<file path="src/hw/rtl/nalr_pkg.sv">
`default_nettype none
// ----------------------------------------------------------------------------
// nalr_pkg
// Shared constants, types and helpers for the nice axis label range block.
// ----------------------------------------------------------------------------
package nalr_pkg;

  localparam int VALUE_WIDTH = 32;
  localparam int TICK_WIDTH  = 7;
  localparam int MANT_WIDTH  = 3;
  localparam int EXP_WIDTH   = 5;
  localparam int INDEX_WIDTH = 39;
  localparam int DIV_WIDTH   = 39;
  localparam int POW_WIDTH   = 40;
  localparam int DECADES     = 10;
  localparam int NICE_COUNT  = 3 * DECADES;

  localparam logic [TICK_WIDTH-1:0] TICK_RESET = 7'd10;

  localparam logic [MANT_WIDTH-1:0] MANT_ONE  = 3'd1;
  localparam logic [MANT_WIDTH-1:0] MANT_TWO  = 3'd2;
  localparam logic [MANT_WIDTH-1:0] MANT_FIVE = 3'd5;

  typedef struct packed {
    logic                        err;
    logic [MANT_WIDTH-1:0]       mant;
    logic signed [EXP_WIDTH-1:0] exp10;
    logic                        lo_neg;
    logic                        hi_neg;
  } side_t;

  function automatic logic [POW_WIDTH-1:0] pow10(input logic [3:0] e);
    logic [POW_WIDTH-1:0] p;
    case (e)
      4'd0:    p = 40'd1;
      4'd1:    p = 40'd10;
      4'd2:    p = 40'd100;
      4'd3:    p = 40'd1000;
      4'd4:    p = 40'd10000;
      4'd5:    p = 40'd100000;
      4'd6:    p = 40'd1000000;
      4'd7:    p = 40'd10000000;
      4'd8:    p = 40'd100000000;
      4'd9:    p = 40'd1000000000;
      4'd10:   p = 40'd10000000000;
      4'd11:   p = 40'd100000000000;
      default: p = 40'd0;
    endcase
    return p;
  endfunction

endpackage
`default_nettype wire

</file>
<file path="src/hw/rtl/nalr_front.sv">
`default_nettype none
// ----------------------------------------------------------------------------
// nalr_front
// Six-stage front end: span, nice ceiling, step rounding and divisor setup.
// ----------------------------------------------------------------------------
module nalr_front import nalr_pkg::*; (
  input  wire logic                          clk,
  input  wire logic                          rst,
  input  wire logic                          en,
  input  wire logic                          in_valid,
  input  wire logic signed [VALUE_WIDTH-1:0] min_value,
  input  wire logic signed [VALUE_WIDTH-1:0] max_value,
  input  wire logic [TICK_WIDTH-1:0]         tick_count,
  output logic                               valid,
  output side_t                              side,
  output logic [DIV_WIDTH-1:0]               lo_mag,
  output logic [DIV_WIDTH-1:0]               hi_mag,
  output logic [DIV_WIDTH-1:0]               den
);

  logic [5:0] v;

  // stage 1
  logic signed [VALUE_WIDTH-1:0] s1_lo, s1_hi;
  logic                          s1_err;
  logic [VALUE_WIDTH-1:0]        s1_span;
  logic [TICK_WIDTH-1:0]         s1_nn;
  logic [VALUE_WIDTH:0]          span_full;

  assign span_full = {max_value[VALUE_WIDTH-1], max_value}
                   - {min_value[VALUE_WIDTH-1], min_value};

  // stage 2
  logic signed [VALUE_WIDTH-1:0] s2_lo, s2_hi;
  logic                          s2_err;
  logic [TICK_WIDTH-1:0]         s2_nn;
  logic [NICE_COUNT-1:0]         s2_t;
  logic [DECADES-1:0]            s2_t5;
  logic [NICE_COUNT-1:0]         t_next;
  logic [DECADES-1:0]            t5_next;

  always_comb begin
    for (int i = 0; i < DECADES; i++) begin
      t_next[3*i]   = pow10(4'(i)) < POW_WIDTH'(s1_span);
      t_next[3*i+1] = (pow10(4'(i)) << 1) < POW_WIDTH'(s1_span);
      t_next[3*i+2] = POW_WIDTH'(pow10(4'(i)) * 40'd5) < POW_WIDTH'(s1_span);
      t5_next[i]    = t_next[3*i+2];
    end
  end

  // stage 3
  logic signed [VALUE_WIDTH-1:0] s3_lo, s3_hi;
  logic                          s3_err;
  logic [TICK_WIDTH-1:0]         s3_nn;
  logic [3:0]                    s3_k;
  logic [13:0]                   s3_r;
  logic [4:0]                    n_cnt;
  logic [3:0]                    k_cnt;
  logic [4:0]                    c_sel;
  logic [13:0]                   r_next;

  always_comb begin
    n_cnt = 5'($countones(s2_t));
    k_cnt = 4'($countones(s2_t5));
    c_sel = n_cnt - 5'(3 * k_cnt);
    case (c_sel)
      5'd0:    r_next = 14'd1000;
      5'd1:    r_next = 14'd2000;
      default: r_next = 14'd5000;
    endcase
  end

  // stage 4
  logic signed [VALUE_WIDTH-1:0] s4_lo, s4_hi;
  logic                          s4_err;
  logic [13:0]                   s4_r;
  logic [20:0]                   s4_pn;
  logic signed [EXP_WIDTH-1:0]   s4_exp;
  logic [20:0]                   pj [5];
  logic [3:0]                    ge;
  logic [2:0]                    j_cnt;
  logic [20:0]                   pn_next;

  always_comb begin
    pj[0] = 21'(s3_nn);
    pj[1] = 21'(s3_nn) * 21'd10;
    pj[2] = 21'(s3_nn) * 21'd100;
    pj[3] = 21'(s3_nn) * 21'd1000;
    pj[4] = 21'(s3_nn) * 21'd10000;
    for (int j = 0; j < 4; j++) ge[j] = pj[j+1] <= 21'(s3_r);
    j_cnt = 3'($countones(ge));
    pn_next = pj[j_cnt];
  end

  // stage 5
  logic signed [VALUE_WIDTH-1:0] s5_lo, s5_hi;
  logic                          s5_err;
  logic [MANT_WIDTH-1:0]         s5_mant;
  logic signed [EXP_WIDTH-1:0]   s5_exp;
  logic [23:0]                   a1, a2, p3, p7;
  logic [MANT_WIDTH-1:0]         mant_next;
  logic signed [EXP_WIDTH-1:0]   exp_next;

  always_comb begin
    a1 = 24'(s4_r);
    a2 = 24'(s4_r) << 1;
    p3 = 24'(s4_pn) * 24'd3;
    p7 = 24'(s4_pn) * 24'd7;
    exp_next = s4_exp;
    if (a2 < p3) begin
      mant_next = MANT_ONE;
    end else if (a1 < p3) begin
      mant_next = MANT_TWO;
    end else if (a1 < p7) begin
      mant_next = MANT_FIVE;
    end else begin
      mant_next = MANT_ONE;
      exp_next  = s4_exp + 5'sd1;
    end
  end

  // stage 6
  logic [VALUE_WIDTH:0]     lo_abs, hi_abs;
  logic [6:0]               mul;
  logic [DIV_WIDTH-1:0]     den_next;
  logic [EXP_WIDTH-1:0]     neg_exp;

  always_comb begin
    neg_exp = EXP_WIDTH'(-s5_exp);
    lo_abs  = s5_lo[VALUE_WIDTH-1] ? (VALUE_WIDTH+1)'(-{s5_lo[VALUE_WIDTH-1], s5_lo})
                                   : (VALUE_WIDTH+1)'({1'b0, s5_lo});
    hi_abs  = s5_hi[VALUE_WIDTH-1] ? (VALUE_WIDTH+1)'(-{s5_hi[VALUE_WIDTH-1], s5_hi})
                                   : (VALUE_WIDTH+1)'({1'b0, s5_hi});
    if (!s5_exp[EXP_WIDTH-1]) begin
      den_next = DIV_WIDTH'(pow10(s5_exp[3:0]) * POW_WIDTH'(s5_mant));
      mul      = 7'd1;
    end else begin
      den_next = DIV_WIDTH'(s5_mant);
      mul      = 7'(pow10(neg_exp[3:0]));
    end
  end

  always_ff @(posedge clk) begin
    if (rst) begin
      v <= '0;
    end else if (en) begin
      v <= {v[4:0], in_valid};
    end
  end

  always_ff @(posedge clk) begin
    if (en) begin
      s1_lo   <= min_value;
      s1_hi   <= max_value;
      s1_err  <= !(min_value < max_value);
      s1_span <= span_full[VALUE_WIDTH-1:0];
      s1_nn   <= (tick_count < 7'd2) ? 7'd1 : tick_count - 7'd1;

      s2_lo  <= s1_lo;
      s2_hi  <= s1_hi;
      s2_err <= s1_err;
      s2_nn  <= s1_nn;
      s2_t   <= t_next;
      s2_t5  <= t5_next;

      s3_lo  <= s2_lo;
      s3_hi  <= s2_hi;
      s3_err <= s2_err;
      s3_nn  <= s2_nn;
      s3_k   <= k_cnt;
      s3_r   <= r_next;

      s4_lo  <= s3_lo;
      s4_hi  <= s3_hi;
      s4_err <= s3_err;
      s4_r   <= s3_r;
      s4_pn  <= pn_next;
      s4_exp <= EXP_WIDTH'(s3_k) + EXP_WIDTH'(j_cnt) - 5'sd3;

      s5_lo   <= s4_lo;
      s5_hi   <= s4_hi;
      s5_err  <= s4_err;
      s5_mant <= mant_next;
      s5_exp  <= exp_next;

      side.err    <= s5_err;
      side.mant   <= s5_mant;
      side.exp10  <= s5_exp;
      side.lo_neg <= s5_lo[VALUE_WIDTH-1];
      side.hi_neg <= s5_hi[VALUE_WIDTH-1];
      lo_mag      <= DIV_WIDTH'(lo_abs * mul);
      hi_mag      <= DIV_WIDTH'(hi_abs * mul);
      den         <= s5_err ? DIV_WIDTH'(1) : den_next;
    end
  end

  assign valid = v[5];

endmodule
`default_nettype wire

</file>
<file path="config.mk">
export PLATFORM = sky130hd
export DESIGN_NAME = nalr_front
export DESIGN_NICKNAME = d
export VERILOG_FILES = /design/src/hw/rtl/nalr_pkg.sv /design/src/hw/rtl/nalr_front.sv
export SDC_FILE = /design/constraint.sdc
export NUM_CORES = 2
export LEC_CHECK = 0
export BUFFER_PORTS_ARGS = -buffer_cell sky130_fd_sc_hd__buf_4
export CORE_ASPECT_RATIO = 1.2
export CORE_MARGIN = 2
export CORE_UTILIZATION = 61
export CTS_CLUSTER_DIAMETER = 60
export CTS_CLUSTER_SIZE = 16
export DETAILED_ROUTE_END_ITERATION = 8
export PLACE_DENSITY = 0.83
export SYNTH_ARGS = -nofsm -noshare
export SYNTH_HDL_FRONTEND = slang
export SYNTH_SLANG_ARGS = --single-unit
</file>
<file path="constraint.sdc">
create_clock -name clk -period 20 [get_ports clk]
set_input_delay 4 -clock clk [delete_from_list [all_inputs] [get_ports clk]]
set_output_delay 4 -clock clk [all_outputs]
set_load 0.05 [all_outputs]
</file>
==> impl_metrics.toml <==
[setup_path]
reg2reg_to = "lo_mag[38]"
crit_top_cell = "fa_1"
path_depth = 27
crit_path_end = "lo_mag[38]"
setup.worst_path.start = "s5_lo[0]"
cp.arrival_ps = 8800
critPathRequiredTime_ps = 20410
cp_max_fo = 7
path_delay_family = "adder cells"
r2r_start = "s5_lo[0]"
endpoint_kind = "flop"
r2r_setup_slack_ps = 11610
crit_type = "flop to flop"
cpPeakStageDelay_ps = 580
path_buf_inv = 3
reg2regPathDepth = 27
cp-start-kind = "flop"
crit_slowest_cell = "fa_1"

[synthesis]
synthArstFlopShare_pct = 0
synth_top_cell_by_area = "edfxtp_1"
yosysWarnings = 0
yosysSeqAreaShare_pct = 38.1
synth_fa_ha_area_share_pct = 28.1
synth_compound_area_share_pct = 10.7
synth_top_family_by_area = "adder cells"
yosys.area_share.simple_pct = 12.6
ys.flop_type = "edfxtp_1"
synth_edf_count = 583
synth_top_area_share_pct = 36.6
netlist_top_cells_area = "edfxtp_1, fa_1, ha_1, nor2_1, inv_1"
synth-xor-area-share_pct = 4.53
ys_seq_elements = 618
yosysMostFrequentCell = "edfxtp_1"
yosysUniqueCellTypes = 90
syn_area_sq_um = 47800
avgSynthCellArea_sq_um = 10.7
synthMuxAreaShare_pct = 0.641
synth_common_cells = "edfxtp_1, nor2_1, inv_1"
synth_cells = 4475

[place]
place_congestion = 0.940
placed_cell_area_sq_um = 50400
hpwlAfterDp_um = 80200
portBuffers = 203

[power]
p_clk_share_pct = 12.7
p_leak_uw = 0.0233
power_switching_uw = 3360
p_seq_share_pct = 26.0
p_int_uw = 3930
power_density_nw_per_um2 = 141
peakVddDrop_v = 0.000131
pwr-share-comb_pct = 61.3
swShare_pct = 46.1

[route]
routed_via_density = 5.84
vias = 33200
drt_iter0_drc = 2656
ant_nets = 0
wirelength_um = 104000
drc_errors = 0
wire_per_inst_um = 18.3
drtPass1Iterations = 6

[worst_hold_path]
hp-class = "flop to flop"

[layout]
multi_input_area_sq_um = 27100
area_delta_synth_final_pct = 8.45
drive_gt1_share_pct = 7.62
postLayoutCellArea_sq_um = 51800
fin_nets = 5540
seq_area_sq_um = 18200
num-fill-cells = 5776
reg.largest.list = "den x39, hi_mag x39, lo_mag x39"
diodes = 0

[clocking]
cts_tree = "yes"
cts_buffers = 50
clockBufferDepth = 3
clk_latency_ps = 660
numClockSinks = 618
cts_setup_buffers = 0
cts_max_level = 2
post_cts_resized = 0
cts_hold_buf = 0
clockRootBuffer = "clkbuf_16"
path_clk_slew_ps = 70

[floorplan]
io_pins = 204
dieWidth_um = 260
core_sq_um = 77600
fp-row-count = 112
die_h_um = 311
die_area_sq_um = 80600
initial_core_util_pct = 61.6

[timing]
report.final.slew_viol_count = 0
final_hold_viol_count = 0
max_freq_mhz = 119
setup_viol = 0
rsz0062_at_grt = "false"
fin_worst_skew_ps = 71.8
maxSlewHeadroom_pct = 29.4
worst_pin_slew_ps = 1060
finalCritPeriodShare_pct = 42.0
fin_crit_ps = 8390
finalSetupTns_ps = 0

[global_routing]
antenna_found_initial = 0
grt-ovfl-total = 0
grt_pass1_vias = 33300
grt_start_max_net_pins = 180
grtUsageTotal_pct = 26.2
grt_first_pass_wirelength_um = 169000

[outcome]
status = "completed"

[flow_run]
drv_cap = 0
## cell type report
| class | instances | area share [%] |
|---|---|---|
| Clock buffer | 54 | 2.44 |
| Clock inverter | 18 | 0.418 |
| Timing Repair Buffer | 222 | 3.25 |
| Sequential cell | 618 | 35.1 |
| Tap cell | 1026 | 2.48 |
| Multi-Input combinational cell | 3196 | 52.3 |
| Inverter | 552 | 4.00 |
## layout by cell type (no fill, tap or decap), drive strengths merged, types with 51 or more instances in the layout
| master | synthesis | final |
|---|---|---|
| nand2b | 51 | 51 |
| buf | 10 | 222 |
| o21ai | 160 | 160 |
| inv | 551 | 559 |
| nor2 | 571 | 571 |
| a21o | 102 | 102 |
| ha | 408 | 408 |
| nand2 | 291 | 291 |
| fa | 417 | 417 |
| a21oi | 197 | 197 |
| nor3 | 62 | 62 |
| xor2 | 103 | 103 |
| edfxtp | 583 | 583 |
| xnor2 | 144 | 144 |
| clkbuf | 109 | 54 |
## worst reg2reg max path: stages, from the launching register on
cell and delay, ps:
edfxtp_1 450, inv_2 170, ha_1 200, nand2_1 70, or3_1 370, or3_1 340, or4_1 470, or4_1 510
or4_1 480, o21ai_0 210, xor2_1 510, nor2_1 130, fa_1 580, fa_1 460, fa_1 560, inv_1 60
fa_1 530, inv_1 40, ha_1 350, a21oi_1 270, o21ai_0 190, a21o_1 200, a21o_1 180, nor3_1 130
a21oi_1 150, a211o_1 270, a21oi_1 170, xnor2_1 80
## per-stage QoR
stage	setup WS (ps)	hold WS [ps]	power (uW)	utilization (%)	cells
CTS	11610	381	7300	66.8	5686
detailed placement	11640	405	6300	64.9	5614
global route	11070	389	7900	66.8	5686
global placement	11840	400	6160	64.9	5614
finish	11610	380	7300	66.8	5686
floorplan	12440	400	5210	-	4485
## power by group through the flow
| stage | logic (uW) | registers, uW | clock network [uW] |
|---|---|---|---|
| floorplan | 3050 | 2160 | 0 |
| global placement | 4240 | 1920 | 0 |
| detailed placement | 4370 | 1930 | 0 |
| CTS | 4450 | 1900 | 952 |
| global route | 4980 | 1930 | 993 |
| finish | 4470 | 1900 | 929 |
## worst min path at each step
| stage | cells after the start | startpoint | to |
|---|---|---|---|
| floorplan | 0 | s1_err | s2_err |
| global placement | 0 | s1_lo[20] | s2_lo[20] |
| detailed placement | 0 | s1_hi[20] | s2_hi[20] |
| CTS | 0 | s2_hi[29] | s3_hi[29] |
| global route | 0 | s3_hi[24] | s4_hi[24] |
| finish | 0 | s3_hi[24] | s4_hi[24] |
## kinds of logic after synthesis
kind of cell               after synthesis
AOI/OAI and AO/OA                      775
xor gates and xnor gates               247
adders and majority gates              825
buffers and inverters                  671
DFF                                    618
muxes                                   29
other                                    2
and+or+nand+nor                       1308
## per-layer routing
layer  GRT usage [%]  vias up  wire (um)
met5               0        -          0
met4            9.57        0       3810
met3            3.93      206       6630
met2            44.1     1148      51400
met1            34.4    16100      42000
li1                -    15700          -
Note: power is estimated with default switching activity, not from simulation.
